`src/hdl/orb_pkg.sv`:
```
`timescale 1ns / 1ps
// ----------------------------------------------------------------------------
// orb_pkg: shared types and constants of the overwriting ring buffer
// Holds the command and status codes, the request and response payloads and
// the stage record passed from the pointer stage to the result stage.
// ----------------------------------------------------------------------------
package orb_pkg;

    localparam int DEPTH_DEF      = 256;
    localparam int DATA_WIDTH_DEF = 32;
    localparam int CAP_W          = 9;
    localparam int IDX_W          = 8;
    localparam int VAL_W          = 32;

    typedef enum logic [1:0] {
        CMD_PUSH     = 2'd0,
        CMD_POP      = 2'd1,
        CMD_READ_IDX = 2'd2,
        CMD_READ_NEW = 2'd3
    } t_cmd;

    typedef enum logic [1:0] {
        ST_OK    = 2'd0,
        ST_EMPTY = 2'd1,
        ST_RANGE = 2'd2
    } t_status;

    typedef struct packed {
        t_cmd                    cmd;
        logic signed [VAL_W-1:0] value;
        logic [IDX_W-1:0]        index;
    } t_req;

    typedef struct packed {
        t_status                 status;
        logic signed [VAL_W-1:0] data;
        logic [CAP_W-1:0]        fill_count;
        logic                    is_full;
        logic                    buf_empty;
    } t_rsp;

    // Everything the result stage needs besides the store read data.
    typedef struct packed {
        logic             valid;
        t_status          status;
        logic             data_ok;
        logic [CAP_W-1:0] fill_count;
        logic             is_full;
        logic             buf_empty;
    } t_s1;

endpackage

```
`src/hdl/orb_fmt.sv`:
```
`timescale 1ns / 1ps
// ----------------------------------------------------------------------------
// orb_fmt: result stage
// Sign-extends the read entry, zeroes it when nothing was read and registers
// the complete response together with its strobe.
// ----------------------------------------------------------------------------
module orb_fmt #(
    parameter int DATA_WIDTH = orb_pkg::DATA_WIDTH_DEF
) (
    input  logic                  i_clk,
    input  logic                  i_rst_n,
    input  orb_pkg::t_s1          i_s1,
    input  logic [DATA_WIDTH-1:0] i_rdata,
    output logic                  o_valid,
    output orb_pkg::t_rsp         o_rsp
);
    import orb_pkg::*;

    logic [VAL_W-1:0] w_ext;
    logic             r_valid;
    t_rsp             r_rsp, n_rsp;

    for (genvar g = 0; g < VAL_W; g++) begin : g_ext
        if (g < DATA_WIDTH) begin : g_bit
            assign w_ext[g] = i_rdata[g];
        end else begin : g_sign
            assign w_ext[g] = i_rdata[DATA_WIDTH-1];
        end
    end

    always_comb begin
        n_rsp.status     = i_s1.status;
        n_rsp.data       = i_s1.data_ok ? w_ext : '0;
        n_rsp.fill_count = i_s1.fill_count;
        n_rsp.is_full    = i_s1.is_full;
        n_rsp.buf_empty  = i_s1.buf_empty;
    end

    always_ff @(posedge i_clk) begin
        if (!i_rst_n) begin
            r_valid <= 1'b0;
        end else begin
            r_valid <= i_s1.valid;
        end
    end

    always_ff @(posedge i_clk) begin
        r_rsp <= n_rsp;
    end

    assign o_valid = r_valid;
    assign o_rsp   = r_rsp;

endmodule

```
`config.mk`:
```
export PLATFORM = sky130hd
export DESIGN_NAME = orb_fmt
export DESIGN_NICKNAME = d
export VERILOG_FILES = /design/src/hdl/orb_pkg.sv /design/src/hdl/orb_fmt.sv
export SDC_FILE = /design/constraint.sdc
export NUM_CORES = 1
export LEC_CHECK = 0
export BUFFER_PORTS_ARGS = -buffer_cell sky130_fd_sc_hd__buf_2
export CAP_MARGIN = 20
export CORE_ASPECT_RATIO = 1.4
export CORE_UTILIZATION = 42
export CTS_BUF_LIST = sky130_fd_sc_hd__clkbuf_2 sky130_fd_sc_hd__clkbuf_4 sky130_fd_sc_hd__clkbuf_8
export DETAILED_ROUTE_END_ITERATION = 6
export GPL_TIMING_DRIVEN = 0
export PLACE_DENSITY = 0.85
export SYNTH_ARGS = -nofsm -noshare
export SYNTH_HDL_FRONTEND = slang
export SYNTH_SLANG_ARGS = --single-unit
```
`constraint.sdc`:
```
create_clock -name i_clk -period 1.9 [get_ports i_clk]
set_clock_uncertainty 0.2 [all_clocks]
set_input_delay 0.095 -clock i_clk [delete_from_list [all_inputs] [get_ports i_clk]]
set_output_delay 0.095 -clock i_clk [all_outputs]
set_load 0.01 [all_outputs]
```
; ---- After elaboration in Yosys (flattened, before gate mapping)
; Cells that the tools add are included.
[word_totals]
in_bits = 49
output_inout_bits = 46
regBits = 46

; ---- Logic depth before layout (Yosys ltp)
[depth]
ltp_word = 0
mapped_depth = 2
depth_no_buf = 1

; ---- Worst setup path before layout
; OpenSTA, ideal clock, no wires.
[synth_timing]
path_kind = input-to-reg
from = input i_s1[11] (netlist name)
to = register r_rsp, in the netlist o_rsp[11]
setup_time_ns = 0.116
stages = 2
path_buffers = 1
required_time_ns = 1.584
arrival_time_ns = 0.374
setup_slack_ns = 1.210
path_cell_list = clkbuf_2 and2_2
[synth_lines]
columns = item, line
row1 = "start, declared", orb_fmt.sv:12  ; input orb_pkg::t_s1 i_s1,
row2 = "end signal, assigned", orb_fmt.sv:48  ; r_rsp <= n_rsp;
row3 = "end, declared", orb_fmt.sv:21  ; t_rsp r_rsp, n_rsp;
; No word-level cell between the ends.

; ---- Worst setup path in the final report
[layout_timing]
from = input i_rdata[25]
to = register r_rsp, in the netlist o_rsp[36]
[layout_lines]
columns = item, line
row1 = "start, declared", orb_fmt.sv:13  ; input logic [DATA_WIDTH-1:0] i_rdata,
; No word-level cell between the ends.

==> run metrics <==
status=complete, no violations; Setup-failing EPs final=0; Worst setup SP type=input port; crit-path most repeated cell=dlygate4sd3_1; post-CTS setup buffers=0; CP Cell Sequence=dlygate4sd3_1 > buf_2 > and2_2 > dlygate4sd3_1; Worst-Margin Slew=roughly 0.15 ns; DRC viols=0; number of fillers in the final layout=~130; H-Tree Depth=2; Area contributors post-synth=dfxtp_1 (78%), and2_2 (20%), clkbuf_2 (1.3%); nets=roughly 290; ANT cells=0; Global Route Usage Sum=0.315; crit path max fanout=1; largest net degree at the start of global routing=16; max layer used=met4; antenna violations before repair=0; Starting Density=0.447; Slew Limit Fails=0; Port Buffer Count=94; Seq/Total Area, Yosys=0.779; most common cell after layout, fill and taps aside=buf_2; commonest cells after routing, fill and taps aside=buf_2 (94), dlygate4sd3_1 (59), dfxtp_1 (46); critical path's top delay family=buffers and inverters; Die ar.=just over 3000 um^2; PD cells=755 nW/um^2; Max Freq=approximately 680 MHz; syn avg cell area=approximately 14 um^2; peak per-stage delay on the critical path=around 0.57 ns; largest area contributor in the netlist=dfxtp_1; met2 routed WL=roughly 2300 um; gp weighted congestion=~0.7; Die Wd=approximately 47 um; Setup CP Type=in2reg; final hold vios=0; static leakage=between 1 and 1.5 nW; Buf/Inv on CP=3; vias in the first global route=roughly 1,200; first-pass GRT wire length=6220 um; drt via density=~4.3; max-cap viol count=0; met3 wire len=between 300 and 400 um; Place WS=a little under 1 ns; Critical Path RT=around 2 ns; layout cells sized above 1=0.564; Num CTS Buffers=5; area delta synth->final=98.5%; drt total wl=4370 um; Clock Sinks=46; CTS Buffer Depth=2; DR pass1 iterations=6; area of the multi-input gates=246 um^2; Arrival @ worst endpoint=around 1.5 ns; RSZ-0062 raised after global routing=false; Synth cell types=4; synth warn=0; CTS root buffer=clkbuf_4; core box area=2640 um^2; Synth Instances=between 80 and 90; row cnt=22; Tcrit/Tclk final=0.774; CTS tree=yes; Post-DRT Antenna Nets=0; storage element area=~920 um^2; WL/cell=approximately 16 um; post-layout min period=around 1.5 ns; I/O pins=95; Synthesized Nets=approximately 130; Die Y=~65 um; synthesized area=around 1200 um^2; Max-slew headroom=0.899; Yosys top cell area share=0.779; CP max stage cell=dlygate4sd3_1; VDD IR max=about 800 uV; Vias=approximately 1,200; GRT overflow=0; Fin Setup TNS=0 ns; Clock Pin Slew Worst Setup and Hold Paths=around 0.13 ns; Seq cells post-synth=46; crit end category=flop; DRT iter0 DRCs=10; setup ws final=around 0.43 ns; DP Wirelength=slightly below 2000 um; M1 WL=1550 um; HP Class=in2reg
stage by stage:
step / cells / total power [mW] / area [um^2] / util / hold WS (ns)
final: 279 / 1.77 / 2350 / 0.888 / 0.0260
after global placement: 212 / 1.21 / 1700 / 0.643 / -0.00206
after floorplan: 82 / 1.11 / 1180 / - / -0.0773
after detailed placement: 212 / 1.22 / 1700 / 0.643 / -0.000537
after global routing: 279 / 1.86 / 2350 / 0.888 / 0.0337
after CTS: 279 / 1.74 / 2350 / 0.888 / 0.0101
repair_timing:
action	in CTS	in global routing
endpoints found under the hold margin	46	0
endpoints found under the setup margin	0	0
hold buffers	59	0
resized for setup	0	0
flip-flops by register name, summed over array words and instances (netlist names):
name	cells
o_valid	1
o_rsp	45
Yosys cell counts:
library cell / n
clkbuf_2: 3
and2_1: 1
dfxtp_1: 46
and2_2: 32
worst paths after layout:
kind	start	to	slack [ns]	cells past startpoint
max	i_rdata[25]	o_rsp[36]	0.43	4
min	i_s1[11]	o_rsp[23]	0.03	3
report_power, final:
| group | total [mW] | switching, mW | internal, mW |
|---|---|---|---|
| Combinational | 0.275 | 0.101 | 0.173 |
| Sequential | 1.03 | 0.0160 | 1.02 |
| Clock | 0.466 | 0.321 | 0.144 |
| Total | 1.77 | 0.439 | 1.33 |
final cells by class:
type / instances / area share
well taps: 36 / 0.0192
clock buffers: 5 / 0.0160
repair buffers: 153 / 0.452
plain buffers: 3 / 0.00640
clock inverters: 3 / 0.00906
flip-flops and latches: 46 / 0.392
multi-input cells: 33 / 0.105
routing by layer:
metal,GRT usage,vias up
met4,0.189,0
met5,0,-
met3,0.123,16
met2,0.528,79
met1,0.308,535
li1,-,567
logic make-up after synthesis:
kind of cell           share of synthesized area
DFF                                        0.779
buffers and inverters                     0.0127
and+or+nand+nor                            0.208
Power figures use the tool's default switching activity.
